File: config.mk
export PLATFORM = sky130hd
export DESIGN_NAME = rgb_level_button_adjuster_unit_flat
export DESIGN_NICKNAME = d
export VERILOG_FILES = /design/src/sv/rlba_pkg.sv /design/src/sv/rlba_btn_if.sv /design/src/sv/rlba_lvl_if.sv /design/src/sv/rlba_cfg.sv /design/src/sv/rlba_adjust.sv /design/src/sv/rgb_level_button_adjuster_unit.sv /design/src/flat_wrapper.sv
export SDC_FILE = /design/constraint.sdc
export NUM_CORES = 1
export LEC_CHECK = 0
export ABC_AREA = 1
export BUFFER_PORTS_ARGS = -buffer_cell sky130_fd_sc_hd__buf_2
export CAP_MARGIN = 40
export CORE_MARGIN = 3
export CORE_UTILIZATION = 56
export DETAILED_ROUTE_END_ITERATION = 6
export PLACE_DENSITY = 0.88
export SLEW_MARGIN = 25
export SYNTH_ARGS = -nofsm -noshare
export SYNTH_HDL_FRONTEND = slang
export SYNTH_SLANG_ARGS = --single-unit
File: constraint.sdc
create_clock -name i_clk -period 5.4 [get_ports i_clk]
set_clock_uncertainty 0.2 [all_clocks]
set_input_delay 0.54 -clock i_clk [delete_from_list [all_inputs] [get_ports i_clk]]
set_output_delay 0.54 -clock i_clk [all_outputs]
set_load 0.02 [all_outputs]
File: src/sv/rlba_pkg.sv
// ----------------------------------------------------------------------------
// RGB level adjuster package
// Shared widths, codes, reset values and structure types for the RGB level
// button adjuster.
// ----------------------------------------------------------------------------
package rlba_pkg;

    // Timing of the button auto-repeat and width of the hold counters.
    localparam int REPEAT_PERIOD   = 12;
    localparam int HOLD_COUNT_BITS = 16;
    localparam int PHASE_BITS      = (REPEAT_PERIOD > 1) ? $clog2(REPEAT_PERIOD) : 1;

    localparam int LEVEL_BITS    = 8;
    localparam int MODE_BITS     = 2;
    localparam int ACCEL_BITS    = 16;
    localparam int STEP_BITS     = 8;
    localparam int CFG_IDX_BITS  = 1;
    localparam int CFG_DATA_BITS = 16;
    // Common width for comparing a hold count with the acceleration threshold.
    localparam int CMP_BITS      = (HOLD_COUNT_BITS > ACCEL_BITS) ? HOLD_COUNT_BITS
                                                                   : ACCEL_BITS;

    localparam logic [LEVEL_BITS-1:0] LEVEL_MAX       = 8'd255;
    localparam logic [ACCEL_BITS-1:0] ACCEL_RESET     = 16'd1220;
    localparam logic [STEP_BITS-1:0]  FAST_STEP_RESET = 8'd5;

    // Selected channel codes.
    localparam logic [MODE_BITS-1:0] MODE_NONE  = 2'd0;
    localparam logic [MODE_BITS-1:0] MODE_RED   = 2'd1;
    localparam logic [MODE_BITS-1:0] MODE_GREEN = 2'd2;
    localparam logic [MODE_BITS-1:0] MODE_BLUE  = 2'd3;

    // Configuration register indexes.
    localparam logic [CFG_IDX_BITS-1:0] CFG_ACCEL_AFTER = 1'd0;
    localparam logic [CFG_IDX_BITS-1:0] CFG_FAST_STEP   = 1'd1;

    typedef struct packed {
        logic [ACCEL_BITS-1:0] accel_after;
        logic [STEP_BITS-1:0]  fast_step;
    } t_cfg;

    // Hold counter with its position inside the repeat period.
    typedef struct packed {
        logic [HOLD_COUNT_BITS-1:0] count;
        logic [PHASE_BITS-1:0]      phase;
    } t_hold;

    typedef struct packed {
        logic mode_button;
        logic up_button;
        logic down_button;
    } t_btn;

    typedef struct packed {
        logic [LEVEL_BITS-1:0] red_level;
        logic [LEVEL_BITS-1:0] green_level;
        logic [LEVEL_BITS-1:0] blue_level;
        logic [MODE_BITS-1:0]  selected_channel;
        logic                  refresh_display;
        logic                  save_values;
    } t_lvl_item;

endpackage

File: src/sv/rlba_btn_if.sv
// ----------------------------------------------------------------------------
// Button tick channel
// Valid/ready channel carrying one timer tick with three button levels.
// ----------------------------------------------------------------------------
interface rlba_btn_if;
    logic valid;
    logic ready;
    logic mode_button;
    logic up_button;
    logic down_button;

    modport source (output valid, output mode_button, output up_button,
                    output down_button, input ready);
    modport sink   (input valid, input mode_button, input up_button,
                    input down_button, output ready);
endinterface

File: src/sv/rlba_lvl_if.sv
// ----------------------------------------------------------------------------
// Level result channel
// Valid/ready channel carrying the levels, mode and strobes of one tick.
// ----------------------------------------------------------------------------
interface rlba_lvl_if;
    logic       valid;
    logic       ready;
    logic [7:0] red_level;
    logic [7:0] green_level;
    logic [7:0] blue_level;
    logic [1:0] selected_channel;
    logic       refresh_display;
    logic       save_values;

    modport source (output valid, output red_level, output green_level,
                    output blue_level, output selected_channel,
                    output refresh_display, output save_values, input ready);
    modport sink   (input valid, input red_level, input green_level,
                    input blue_level, input selected_channel,
                    input refresh_display, input save_values, output ready);
endinterface

File: src/sv/rlba_cfg.sv
// ----------------------------------------------------------------------------
// Configuration registers
// Holds the acceleration threshold and the fast step, written by index.
// ----------------------------------------------------------------------------
module rlba_cfg (
    input  logic                                i_clk,
    input  logic                                i_rst_n,
    input  logic                                i_cfg_we,
    input  logic [rlba_pkg::CFG_IDX_BITS-1:0]  i_cfg_idx,
    input  logic [rlba_pkg::CFG_DATA_BITS-1:0] i_cfg_data,
    output rlba_pkg::t_cfg                      o_cfg
);
    import rlba_pkg::*;

    t_cfg r_cfg;

    always_ff @(posedge i_clk) begin
        if (!i_rst_n) begin
            r_cfg.accel_after <= ACCEL_RESET;
            r_cfg.fast_step   <= FAST_STEP_RESET;
        end else if (i_cfg_we) begin
            unique case (i_cfg_idx)
                CFG_ACCEL_AFTER: r_cfg.accel_after <= i_cfg_data[ACCEL_BITS-1:0];
                CFG_FAST_STEP:   r_cfg.fast_step   <= i_cfg_data[STEP_BITS-1:0];
                default: begin
                end
            endcase
        end
    end

    assign o_cfg = r_cfg;

endmodule

File: src/sv/rlba_adjust.sv
// ----------------------------------------------------------------------------
// Adjust button handler
// Runs one hold counter (cleared on release) and applies a repeat step to a level.
// ----------------------------------------------------------------------------
module rlba_adjust (
    input  logic                              i_pressed,
    input  logic                              i_dir_up,
    input  rlba_pkg::t_hold                   i_hold,
    input  logic [rlba_pkg::LEVEL_BITS-1:0]   i_level,
    input  rlba_pkg::t_cfg                    i_cfg,
    output rlba_pkg::t_hold                   o_hold,
    output logic [rlba_pkg::LEVEL_BITS-1:0]   o_level,
    output logic                              o_repeat
);
    import rlba_pkg::*;

    logic [HOLD_COUNT_BITS-1:0] cnt_inc;
    logic [PHASE_BITS-1:0]      phase_inc;
    logic [STEP_BITS-1:0]       step;
    logic [LEVEL_BITS:0]        sum;
    logic                       up_ok;
    logic                       dn_ok;

    // The phase tracks the count modulo the repeat period; it restarts when
    // the count wraps so that the two never drift apart.
    always_comb begin
        cnt_inc = i_hold.count + HOLD_COUNT_BITS'(1);
        if (cnt_inc == '0) begin
            phase_inc = '0;
        end else if (i_hold.phase == PHASE_BITS'(REPEAT_PERIOD - 1)) begin
            phase_inc = '0;
        end else begin
            phase_inc = i_hold.phase + PHASE_BITS'(1);
        end

        step  = (CMP_BITS'(cnt_inc) > CMP_BITS'(i_cfg.accel_after)) ? i_cfg.fast_step
                                                                      : STEP_BITS'(1);
        sum   = {1'b0, i_level} + {1'b0, step};
        up_ok = (sum <= {1'b0, LEVEL_MAX});
        dn_ok = (i_level >= step);

        o_level = i_level;
        if (!i_pressed) begin
            o_hold   = '0;
            o_repeat = 1'b0;
        end else begin
            o_hold.count = cnt_inc;
            o_hold.phase = phase_inc;
            o_repeat     = (phase_inc == '0);
            if (o_repeat) begin
                if (i_dir_up && up_ok) begin
                    o_level = sum[LEVEL_BITS-1:0];
                end else if (!i_dir_up && dn_ok) begin
                    o_level = i_level - step;
                end
            end
        end
    end

endmodule

File: src/sv/rgb_level_button_adjuster_unit.sv
// ----------------------------------------------------------------------------
// RGB level button adjuster
// Turns button ticks into red, green and blue levels with auto-repeat.
// ----------------------------------------------------------------------------
// Usage. Each transfer on i_btn is one timer tick carrying the levels of the
// mode, up and down buttons. For every tick exactly one transfer leaves on
// o_lvl with the three channel levels, the selected channel, a display
// refresh pulse and a save strobe, in tick order.
// The tick is captured in an input register; the button logic between that
// register and the result register moves it on into the result register,
// from which it is offered on o_lvl. One tick per cycle is sustained while
// the receiver keeps o_lvl.ready high: the input register is refilled in the
// same cycle that its tick moves into the result register.
// When the receiver stalls, the result register holds its transfer and the
// input register takes one more tick; only when both are full is i_btn.ready
// low. The state is updated as a tick moves to the result register, so a
// stall never drops or repeats a tick.
// Reset (i_rst_n low at a clock edge) empties both registers, clears levels,
// mode and hold counters, arms the first display refresh and restores the
// configuration registers to their defaults.
// Configuration writes through i_cfg_we/i_cfg_idx/i_cfg_data take effect at
// the next edge and are to be issued only while no tick is in flight.
// ----------------------------------------------------------------------------
module rgb_level_button_adjuster_unit (
    input  logic                                i_clk,
    input  logic                                i_rst_n,
    input  logic                                i_cfg_we,
    input  logic [rlba_pkg::CFG_IDX_BITS-1:0]  i_cfg_idx,
    input  logic [rlba_pkg::CFG_DATA_BITS-1:0] i_cfg_data,
    rlba_btn_if.sink                            i_btn,
    rlba_lvl_if.source                          o_lvl
);
    import rlba_pkg::*;

    // Pipeline registers.
    logic      r_in_valid;
    t_btn      r_in_btn;
    logic      r_out_valid;
    t_lvl_item r_out;

    // Block state, updated when a tick advances into the result register.
    logic [MODE_BITS-1:0]  r_mode;
    logic                  r_mode_held;
    t_hold                 r_up;
    t_hold                 r_down;
    logic [LEVEL_BITS-1:0] r_red;
    logic [LEVEL_BITS-1:0] r_green;
    logic [LEVEL_BITS-1:0] r_blue;
    logic                  r_save_pending;
    logic                  r_disp_pending;

    t_cfg                  cfg;
    logic                  adv;
    logic                  mode_edge;
    logic [MODE_BITS-1:0]  n_mode;
    logic [LEVEL_BITS-1:0] sel_level;
    logic [LEVEL_BITS-1:0] up_level;
    logic [LEVEL_BITS-1:0] dn_level;
    t_hold                 n_up;
    t_hold                 n_down;
    logic                  up_rep;
    logic                  dn_rep;
    logic [LEVEL_BITS-1:0] n_red;
    logic [LEVEL_BITS-1:0] n_green;
    logic [LEVEL_BITS-1:0] n_blue;
    logic                  n_save_raw;
    logic                  n_disp;
    logic                  save_now;
    t_lvl_item             n_out;

    rlba_cfg u_cfg (
        .i_clk      (i_clk),
        .i_rst_n    (i_rst_n),
        .i_cfg_we   (i_cfg_we),
        .i_cfg_idx  (i_cfg_idx),
        .i_cfg_data (i_cfg_data),
        .o_cfg      (cfg)
    );

    // A tick moves on when the result register is empty or being emptied.
    assign adv         = r_in_valid && (!r_out_valid || o_lvl.ready);
    assign i_btn.ready = !r_in_valid || adv;

    // A press edge of the mode button steps the selection; the adjust
    // buttons then work on the channel chosen in this very tick.
    assign mode_edge = r_in_btn.mode_button && !r_mode_held;
    assign n_mode    = r_mode + MODE_BITS'(mode_edge);

    always_comb begin
        case (n_mode)
            MODE_RED:   sel_level = r_red;
            MODE_GREEN: sel_level = r_green;
            MODE_BLUE:  sel_level = r_blue;
            default:    sel_level = '0;
        endcase
    end

    // Up is applied first; down sees the level that up has left.
    rlba_adjust u_up (
        .i_pressed (r_in_btn.up_button),
        .i_dir_up  (1'b1),
        .i_hold    (r_up),
        .i_level   (sel_level),
        .i_cfg     (cfg),
        .o_hold    (n_up),
        .o_level   (up_level),
        .o_repeat  (up_rep)
    );

    rlba_adjust u_down (
        .i_pressed (r_in_btn.down_button),
        .i_dir_up  (1'b0),
        .i_hold    (r_down),
        .i_level   (up_level),
        .i_cfg     (cfg),
        .o_hold    (n_down),
        .o_level   (dn_level),
        .o_repeat  (dn_rep)
    );

    always_comb begin
        n_red   = r_red;
        n_green = r_green;
        n_blue  = r_blue;
        case (n_mode)
            MODE_RED:   n_red   = dn_level;
            MODE_GREEN: n_green = dn_level;
            MODE_BLUE:  n_blue  = dn_level;
            default: begin
            end
        endcase

        // A repeat tick flags a change even when no channel is selected or
        // the move was skipped at the end of the range.
        n_save_raw = r_save_pending || up_rep || dn_rep;
        n_disp     = r_disp_pending || mode_edge || up_rep || dn_rep;
        save_now   = n_save_raw && (n_up.count == '0) && (n_down.count == '0);

        n_out.red_level        = n_red;
        n_out.green_level      = n_green;
        n_out.blue_level       = n_blue;
        n_out.selected_channel = n_mode;
        n_out.refresh_display  = n_disp;
        n_out.save_values      = save_now;
    end

    always_ff @(posedge i_clk) begin
        if (!i_rst_n) begin
            r_in_valid     <= 1'b0;
            r_out_valid    <= 1'b0;
            r_mode         <= MODE_NONE;
            r_mode_held    <= 1'b0;
            r_up           <= '0;
            r_down         <= '0;
            r_red          <= '0;
            r_green        <= '0;
            r_blue         <= '0;
            r_save_pending <= 1'b0;
            r_disp_pending <= 1'b1;
        end else begin
            if (i_btn.ready) begin
                r_in_valid <= i_btn.valid;
            end
            if (adv) begin
                r_out_valid    <= 1'b1;
                r_mode         <= n_mode;
                r_mode_held    <= r_in_btn.mode_button;
                r_up           <= n_up;
                r_down         <= n_down;
                r_red          <= n_red;
                r_green        <= n_green;
                r_blue         <= n_blue;
                r_save_pending <= n_save_raw && !save_now;
                r_disp_pending <= 1'b0;
            end else if (o_lvl.ready) begin
                r_out_valid <= 1'b0;
            end
        end
    end

    // Payload registers, no reset needed.
    always_ff @(posedge i_clk) begin
        if (i_btn.valid && i_btn.ready) begin
            r_in_btn.mode_button <= i_btn.mode_button;
            r_in_btn.up_button   <= i_btn.up_button;
            r_in_btn.down_button <= i_btn.down_button;
        end
        if (adv) begin
            r_out <= n_out;
        end
    end

    assign o_lvl.valid            = r_out_valid;
    assign o_lvl.red_level        = r_out.red_level;
    assign o_lvl.green_level      = r_out.green_level;
    assign o_lvl.blue_level       = r_out.blue_level;
    assign o_lvl.selected_channel = r_out.selected_channel;
    assign o_lvl.refresh_display  = r_out.refresh_display;
    assign o_lvl.save_values      = r_out.save_values;

    // The save strobe is only offered while both hold counters are idle.
    a_save_idle: assert property (@(posedge i_clk) disable iff (!i_rst_n)
        r_out_valid && r_out.save_values |-> (r_up.count == '0) && (r_down.count == '0))
        else $error("save strobe offered while a hold counter runs");

    // The offered selection always matches the mode state.
    a_mode_match: assert property (@(posedge i_clk) disable iff (!i_rst_n)
        r_out_valid |-> r_out.selected_channel == r_mode)
        else $error("offered channel differs from mode state");

    // Every tick that advances leaves a result behind.
    a_adv_result: assert property (@(posedge i_clk) disable iff (!i_rst_n)
        adv |=> r_out_valid)
        else $error("advanced tick produced no result");

    // The repeat phase stays inside the period.
    a_phase_range: assert property (@(posedge i_clk) disable iff (!i_rst_n)
        (r_up.phase < PHASE_BITS'(REPEAT_PERIOD)) && (r_down.phase < PHASE_BITS'(REPEAT_PERIOD)))
        else $error("repeat phase outside the period");

    // A pending display refresh is consumed by the tick that reports it.
    a_disp_clear: assert property (@(posedge i_clk) disable iff (!i_rst_n)
        adv |=> !r_disp_pending)
        else $error("display refresh still pending after a tick");

endmodule

File: src/flat_wrapper.sv
// flat-port wrapper written by rule: the top's interface ports become plain ports
module rgb_level_button_adjuster_unit_flat import rlba_pkg::*;
  (i_clk, i_rst_n, i_cfg_we, i_cfg_idx, i_cfg_data, i_btn_valid, i_btn_mode_button, i_btn_up_button, i_btn_down_button, i_btn_ready, o_lvl_valid, o_lvl_red_level, o_lvl_green_level, o_lvl_blue_level, o_lvl_selected_channel, o_lvl_refresh_display, o_lvl_save_values, o_lvl_ready);
  rlba_btn_if i_btn_i ();
  rlba_lvl_if o_lvl_i ();
  input  logic i_clk;
  input  logic i_rst_n;
  input  logic i_cfg_we;
  input  logic [rlba_pkg::CFG_IDX_BITS-1:0] i_cfg_idx;
  input  logic [rlba_pkg::CFG_DATA_BITS-1:0] i_cfg_data;
  input wire logic [$bits(i_btn_i.valid)-1:0] i_btn_valid;
  input wire logic [$bits(i_btn_i.mode_button)-1:0] i_btn_mode_button;
  input wire logic [$bits(i_btn_i.up_button)-1:0] i_btn_up_button;
  input wire logic [$bits(i_btn_i.down_button)-1:0] i_btn_down_button;
  output wire logic [$bits(i_btn_i.ready)-1:0] i_btn_ready;
  output wire logic [$bits(o_lvl_i.valid)-1:0] o_lvl_valid;
  output wire logic [$bits(o_lvl_i.red_level)-1:0] o_lvl_red_level;
  output wire logic [$bits(o_lvl_i.green_level)-1:0] o_lvl_green_level;
  output wire logic [$bits(o_lvl_i.blue_level)-1:0] o_lvl_blue_level;
  output wire logic [$bits(o_lvl_i.selected_channel)-1:0] o_lvl_selected_channel;
  output wire logic [$bits(o_lvl_i.refresh_display)-1:0] o_lvl_refresh_display;
  output wire logic [$bits(o_lvl_i.save_values)-1:0] o_lvl_save_values;
  input wire logic [$bits(o_lvl_i.ready)-1:0] o_lvl_ready;
  assign i_btn_i.valid = i_btn_valid;
  assign i_btn_i.mode_button = i_btn_mode_button;
  assign i_btn_i.up_button = i_btn_up_button;
  assign i_btn_i.down_button = i_btn_down_button;
  assign i_btn_ready = i_btn_i.ready;
  assign o_lvl_valid = o_lvl_i.valid;
  assign o_lvl_red_level = o_lvl_i.red_level;
  assign o_lvl_green_level = o_lvl_i.green_level;
  assign o_lvl_blue_level = o_lvl_i.blue_level;
  assign o_lvl_selected_channel = o_lvl_i.selected_channel;
  assign o_lvl_refresh_display = o_lvl_i.refresh_display;
  assign o_lvl_save_values = o_lvl_i.save_values;
  assign o_lvl_i.ready = o_lvl_ready;
  rgb_level_button_adjuster_unit u_core (.i_clk(i_clk), .i_rst_n(i_rst_n), .i_cfg_we(i_cfg_we), .i_cfg_idx(i_cfg_idx), .i_cfg_data(i_cfg_data), .i_btn(i_btn_i), .o_lvl(o_lvl_i));
endmodule
==> flow_metrics.py, run 1 <==
metrics = {
    "critical_path": {
        "crit_buf_inv": 6,
        "cpPeakStageDelay_ns": 0.53,
        "crit_top_cell": "nand3_4",
        "required_ns": 5.52,
        "crit_type": "reg2reg",
        "cp-start-kind": "register",
        "r2r_end": "u_core.r_green[7]",
        "cp_max_fo": 5,
        "path_depth": 34,
        "r2r_start": "u_core.r_up[5]",
        "crit_path_end_kind": "register",
        "cp.arrival_ns": 7.30,
        "r2r_cells": 34,
        "ff2ff_setup_slack_ns": -1.79,
        "crit_family": "simple AND/OR/NAND/NOR gates",
        "cpMaxStageDelayCell": "xor2_1",
    },
    "outcome": {
        "violations": "DRC, setup timing",
        "status": "complete, but fails checks",
    },
    "sta": {
        "drv_slew": 0,
        "relSlewSlack": 0.272,
        "tightest_slew_ns": 1.09,
        "hold_viol": 0,
        "timing.fmax_mhz": 139,
        "rsz0062_at_grt": "yes",
        "fin_crit_ns": 7.19,
        "finalCritPeriodShare": 1.33,
        "setup_slack_ns": -1.79,
        "setup_viol": 48,
    },
    "min_path": {
        "hold_end": "u_core.r_in_btn[0]",
        "min-delay-start": "i_btn_down_button",
        "worstHoldPathCells": 1,
        "hold_path.class": "in2reg",
    },
    "pwr": {
        "power_leakage_nw": 5.34,
        "ir_worst_vdd_v": 0.000227,
        "p_sw_frac": 0.322,
        "p_sw_mw": 0.959,
        "p_clk_frac": 0.405,
        "p_total_mw": 2.97,
        "p_per_area_nw_per_um2": 265,
        "internal_power_mw": 2.02,
        "combPwrFrac": 0.239,
        "seq_power_share": 0.356,
    },
    "placed_design": {
        "gp_congestion": 0.939,
        "port_buffers": 54,
        "dpl.hpwl_um": 16900,
        "dp_cells": 1429,
        "dp_slack_ns": -0.515,
        "postPlaceCellArea_um2": 9690,
    },
    "floorplanning": {
        "die_area_um2": 16400,
        "die_h_um": 128,
        "die_w_um": 128,
        "core_area_um2": 14200,
        "ios": 55,
        "core.rowCount": 43,
        "start_util": 0.586,
    },
    "detailed_routing": {
        "drtAntennaViolNets": 0,
        "totalWireLength_um": 35900,
        "wl_per_cell_um": 23.7,
        "drt_pre_antenna_iters": 7,
        "vias": 10201,
        "via_per_inst": 6.73,
        "drcViolationCount": 3,
        "drtIter0Drc": 1970,
    },
    "job": {
        "maxCapViolations": 0,
    },
    "logic_synthesis": {
        "synth_top_area_frac": 0.229,
        "synth-edff-count": 31,
        "synth_cell_types": 49,
        "synthArstFlopShare": 0,
        "synth_top_cell_by_area": "dfxtp_1",
        "netlist_area_um2": 8320,
        "ys_seq_area_frac": 0.340,
        "syn_nets": 1186,
        "yosysWarnings": 0,
        "syn_inst": 1104,
        "syn_area_per_cell_um2": 7.54,
        "synthTopCellsByArea": "dfxtp_1 23%, nand2_1 13%, edfxtp_1 11%",
        "ys_ff_latch": 126,
        "synth_flop_cell": "dfxtp_1",
    },
    "cts": {
        "clk_pin_slew_worst_paths_ns": 0.06,
        "clockRootBuffer": "clkbuf_16",
        "clk_path_buf_depth": 2,
        "clk_latency_ns": 0.44,
        "clock_sinks": 126,
        "cts_tree": "yes",
        "cts-buffers-inserted": 17,
        "cts_max_level": 4,
        "cts_hold_buffers": 0,
    },
    "layout": {
        "design_area_um2": 11200,
        "areaGrowthSynthToFinish_pct": 34.9,
        "final_nets": 1404,
        "n_antenna_cell": 0,
        "drive_gt1_frac": 0.343,
        "final_cells": 1515,
    },
    "grt": {
        "grtUsageTotal": 0.375,
        "grt_max_degree": 52,
        "antenna_found_initial": 0,
        "grt_overflow": 0,
        "grt_pass1_vias": 9625,
        "grt_first_pass_wirelength_um": 48500,
    },
}
## cell families (layout without fill, tap and decap cells)
| logic type | after synthesis | after routing | share of synthesized area |
|---|---|---|---|
| and+or+nand+nor | 536 | 536 | 0.326 |
| xor gates and xnor gates | 21 | 21 | 0.0221 |
| AOI/OAI and AO/OA | 176 | 176 | 0.124 |
| adders and majority gates | 57 | 57 | 0.0875 |
| buffers and inverters | 188 | 419 | 0.0998 |
| DFF | 126 | 126 | 0.340 |
## what timing repair did
| action | CTS | global route |
|---|---|---|
| setup endpoints to repair | 48 | 49 |
| pin swaps | 29 | 40 |
| gates resized for setup | 54 | 51 |
| hold endpoints to repair | 0 | 0 |
| setup buffers | 54 | 7 |
## cells in the mapped netlist (2+ instances only)
library cell	instances
dfxtp_1	95
o21bai_1	6
fa_1	2
a21oi_1	97
nand3_4	3
and3_1	2
nor2_4	7
buf_1	2
clkinv_1	2
o211ai_1	9
nand3_1	42
nand2_1	289
nand3_2	58
a211oi_1	5
ha_1	55
inv_2	3
nand3b_1	3
nand2_4	9
o21ai_0	41
xor2_1	12
nor2_1	78
edfxtp_1	31
nand4_1	20
nor3_1	6
nor2_2	6
o221ai_1	8
clkbuf_8	9
xnor2_1	9
inv_1	150
nor4_1	2
nand2_2	8
clkbuf_1	18
## layout make-up
| cell class | instances | area [um^2] |
|---|---|---|
| tap | 180 | 225 |
| sequential | 126 | 2850 |
| fill | 742 | 2980 |
| inverter | 156 | 616 |
| multi-input combinational | 790 | 5270 |
| clock buffer | 19 | 443 |
| clock inverter | 13 | 164 |
| timing repair buffer | 231 | 1660 |
## state kept, by name (all words and copies together) (netlist names), 2 cells and up
name and flops:
u_core.u_cfg.o_cfg 24, u_core.o_lvl.selected_channel 2, u_core.r_up 20, u_core.r_mode 2, u_core.r_in_btn 3, u_core.o_lvl.blue_level 8
u_core.o_lvl.green_level 8, u_core.r_green 8, u_core.r_blue 8, u_core.r_down 20, u_core.r_red 8, u_core.o_lvl.red_level 8
## power groups by stage
stage | registers [mW] | clock network (mW) | logic, mW
2_1_floorplan | 1.08 | 0 | 0.328
3_3_place_gp | 1.07 | 0 | 0.502
3_5_place_dp | 1.07 | 0 | 0.525
4_1_cts | 1.05 | 1.18 | 0.571
5_1_grt | 1.06 | 1.23 | 0.735
6_report | 1.06 | 1.20 | 0.711
## worst max path at each step
stage                    from                         to  slack [ns]
2_1_floorplan  u_core.r_up[5]            u_core.r_red[5]       -0.06
3_3_place_gp   u_core.r_up[5]  u_core.o_lvl.red_level[4]       -0.26
3_5_place_dp   u_core.r_up[5]  u_core.o_lvl.red_level[4]       -0.52
4_1_cts        u_core.r_up[4]          u_core.r_green[7]       -0.35
5_1_grt        u_core.r_up[7]          u_core.r_green[7]       -1.77
6_report       u_core.r_up[5]          u_core.r_green[7]       -1.79
## metrics by stage
step,hold slack [ns],util,TNS (ns)
final,0.0722,0.790,-77.91
after global routing,0.0679,0.790,-78.50
after CTS,0.0777,0.773,-14.68
after detailed placement,0.233,0.682,-21.92
after global placement,0.233,0.681,-10.39
after floorplan,0.220,-,-1.45
## layer usage
metal / wire length, um / vias to the layer above / global-route usage
li1: - / 4068 / -
met1: 11500 / 4505 / 0.400
met4: 4040 / 0 / 0.314
met5: 0 / - / 0
met3: 4890 / 461 / 0.121
met2: 15500 / 1167 / 0.600
## worst reg2reg max path, delay by kind of cell, from the launching register on
family	cells	cell delay, ns
AOI/OAI and AO/OA	8	1.87
xor gates and xnor gates	2	0.74
adders and majority gates	3	0.84
buffers and inverters	6	0.84
DFF	1	0.39
and+or+nand+nor	15	2.18
## placed cells by master (no fill, tap or decap), types with 4 or more instances in the layout
master | netlist | final
nand3_2 | 58 | 41
ha_1 | 55 | 41
inv_2 | 3 | 13
nor3_1 | 6 | 4
nor2_4 | 7 | 9
clkbuf_16 | 0 | 17
ha_4 | 0 | 14
buf_4 | 0 | 169
xnor2_1 | 9 | 8
nor2_1 | 78 | 73
nand3_1 | 42 | 37
nand2_8 | 0 | 5
inv_1 | 150 | 138
dfxtp_1 | 95 | 88
o21ai_0 | 41 | 38
o221ai_1 | 8 | 8
clkinv_4 | 0 | 4
a21oi_1 | 97 | 92
nand3_4 | 3 | 25
o211ai_1 | 9 | 9
buf_6 | 1 | 4
nand2_1 | 289 | 255
nand4_1 | 20 | 20
dfxtp_2 | 0 | 5
a21oi_2 | 0 | 4
buf_2 | 0 | 54
xor2_1 | 12 | 10
nor2_2 | 6 | 9
nand2_2 | 8 | 41
edfxtp_1 | 31 | 31
nand2_4 | 9 | 5
o21bai_1 | 6 | 6
No activity file was read; power rests on OpenSTA's default activity.
==> run 2: changes to the inputs <==
- CORE_ASPECT_RATIO: unset -> 0.8
- CORE_UTILIZATION: 56 -> 57
- CTS_BUF_LIST: unset -> sky130_fd_sc_hd__clkbuf_4
- PLACE_DENSITY: 0.88 -> 0.89
==> run 2 against run 1 <==
  * The flow still finishes with violations (DRC, setup timing)
  * Sequential share of layout area is 1.3 points higher
  * Worst hold slack got worse by 0.063 ns
  * Clock power decreased by 33%
  * Final area is 4.9% lower
  * Utilization decreased by 2.4 points
  * Non-clock buffer count shrank 36
  * Fmax increased by 9.0%
  * First-iteration DRC count shrank 24%
  * Critical path depth increased by 5
  * Worst setup slack improved by 0.59 ns
  * Critical path type unchanged
  * Largest cell class unchanged
==> flow_metrics.py, run 2 (synthesized netlist as in run 1, its figures left out) <==
metrics = {
    "outcome": {
        "violations": "DRC, setup timing",
        "status": "complete, but fails checks",
    },
    "cts": {
        "clk_path_buf_depth": 2,
        "clock_sinks": 126,
        "clk_latency_ns": 0.61,
        "cts_max_level": 4,
        "clk_pin_slew_worst_paths_ns": 0.13,
        "cts_tree": "yes",
        "clockRootBuffer": "clkbuf_4",
        "cts-buffers-inserted": 17,
    },
    "grt": {
        "grt_max_degree": 44,
        "grtUsageTotal": 0.324,
        "antenna_found_initial": 1,
        "grt_overflow": 0,
        "grt_first_pass_wirelength_um": 41800,
        "grt_pass1_vias": 8567,
    },
    "sta": {
        "timing.fmax_mhz": 152,
        "fin_tns_setup_ns": -55.23,
        "finalCritPeriodShare": 1.22,
        "relSlewSlack": 0.416,
        "drv_slew": 0,
        "rsz0062_at_grt": "yes",
        "setup_slack_ns": -1.19,
        "setup_viol": 48,
        "tightest_slew_ns": 0.873,
        "hold_viol": 0,
        "fin_hold_ws_ns": 0.00951,
        "fin_crit_ns": 6.59,
    },
    "critical_path": {
        "required_ns": 5.56,
        "cp_max_fo": 8,
        "cp-start-kind": "register",
        "cpPeakStageDelay_ns": 0.39,
        "cpMaxStageDelayCell": "dfxtp_2",
        "crit_type": "reg2reg",
        "crit_family": "simple AND/OR/NAND/NOR gates",
        "crit_top_cell": "nand2_1",
        "crit_path_end_kind": "register",
        "cp.arrival_ns": 6.75,
        "crit_buf_inv": 6,
    },
    "floorplanning": {
        "die_area_um2": 16100,
        "start_util": 0.597,
        "core.rowCount": 38,
        "core_area_um2": 13900,
        "die_w_um": 141,
        "ios": 55,
        "die_h_um": 114,
    },
    "layout": {
        "final_common_cell": "nand2_1",
        "final_cells": 1480,
        "final_cell_mix": "255 x nand2_1, 140 x inv_1, 122 x buf_4, 95 x a21oi_1, 87 x dfxtp_1",
        "drive_gt1_frac": 0.316,
        "fillers": 845,
        "final_nets": 1368,
        "areaGrowthSynthToFinish_pct": 28.2,
        "largest_register_ffs": 24,
    },
    "job": {
        "maxCapViolations": 0,
    },
    "detailed_routing": {
        "wl_per_cell_um": 19.6,
        "drtIter0Drc": 1503,
        "drcViolationCount": 37,
        "drtAntennaViolNets": 0,
        "vias": 9176,
        "drt_pre_antenna_iters": 7,
        "via_per_inst": 6.20,
        "totalWireLength_um": 29000,
    },
    "placed_design": {
        "dpl.hpwl_um": 16600,
        "dp_cells": 1421,
        "port_buffers": 54,
        "gp_congestion": 0.972,
    },
    "pwr": {
        "p_per_area_nw_per_um2": 236,
        "ir_worst_vdd_v": 0.000200,
        "power_leakage_nw": 5.02,
    },
    "min_path": {
        "hold_path.class": "in2reg",
    },
}
[run 2: changes by cell type in the layout (fill, tap and decap cells not counted), moves of 3 or more]
cell,previous run,this run
a21oi_1,92,95
clkinv_4,4,0
clkinv_1,3,6
clkbuf_16,17,0
buf_4,169,122
clkbuf_4,0,20
inv_2,13,10
buf_6,4,9
dlygate4sd3_1,0,6
a21oi_2,4,1
nor2_2,9,14
nor2_1,73,69
clkinvlp_4,1,4
[run 2: layout make-up]
type                    instances  area (um^2)  share of cell area
repair buffers                195         1410               0.132
well taps                     180          225              0.0211
flip-flops and latches        126         2850               0.267
diodes                          1         2.50            0.000235
inverters                     156          604              0.0567
multi-input cells             790         5240               0.491
clock inverters                13          195              0.0183
clock buffers                  19          143              0.0134
[run 2: final timing paths]
check,start,end,slack (ns),cells past startpoint
hold reg to reg,u_core.r_disp_pending,u_core.r_disp_pending,0.26,2
setup reg to reg,u_core.r_up[6],u_core.o_lvl.red_level[3],-1.19,39
setup / recovery,u_core.r_up[6],u_core.o_lvl.red_level[3],-1.19,39
hold / removal,i_cfg_data[0],u_core.u_cfg.o_cfg[0],0.01,3
[run 2: metrics by stage]
stage | util | total power, mW | cell area, um^2 | setup slack [ns]
after floorplan | - | 1.41 | 8460 | -0.0579
after global placement | 0.688 | 1.56 | 9580 | -0.216
after detailed placement | 0.691 | 1.58 | 9620 | -0.386
after CTS | 0.748 | 2.42 | 10400 | -0.185
after global routing | 0.766 | 2.60 | 10700 | -1.39
final | 0.766 | 2.52 | 10700 | -1.19
[run 2: repair_timing]
item	in CTS	in global routing
hold buffers	6	0
endpoints found under the setup margin	48	48
cloned	0	0
pin swaps	46	11
setup buffers	11	8
endpoints found under the hold margin	6	0
resized for setup	63	44
[run 2: layer usage]
metal / share of wire / global-route usage
met1: 0.37 / 0.400
met4: 0.066 / 0.166
met2: 0.45 / 0.525
met5: 0 / 0
met3: 0.11 / 0.0852
[run 2: worst register-to-register path: cells and delay by family (launching register included)]
family	cells	cell delay (ns)
flops	1	0.39
simple gates	21	2.44
buf+inv	6	0.69
xor+xnor	1	0.29
fa+ha+maj	4	1.09
compound gates	7	1.26
[run 2: report_power, final]
group	total, mW	leakage, nW	internal (mW)	switching, mW
combinational	0.655	3.78	0.245	0.409
sequential	1.05	1.08	1.02	0.0334
clock	0.809	0.165	0.417	0.392
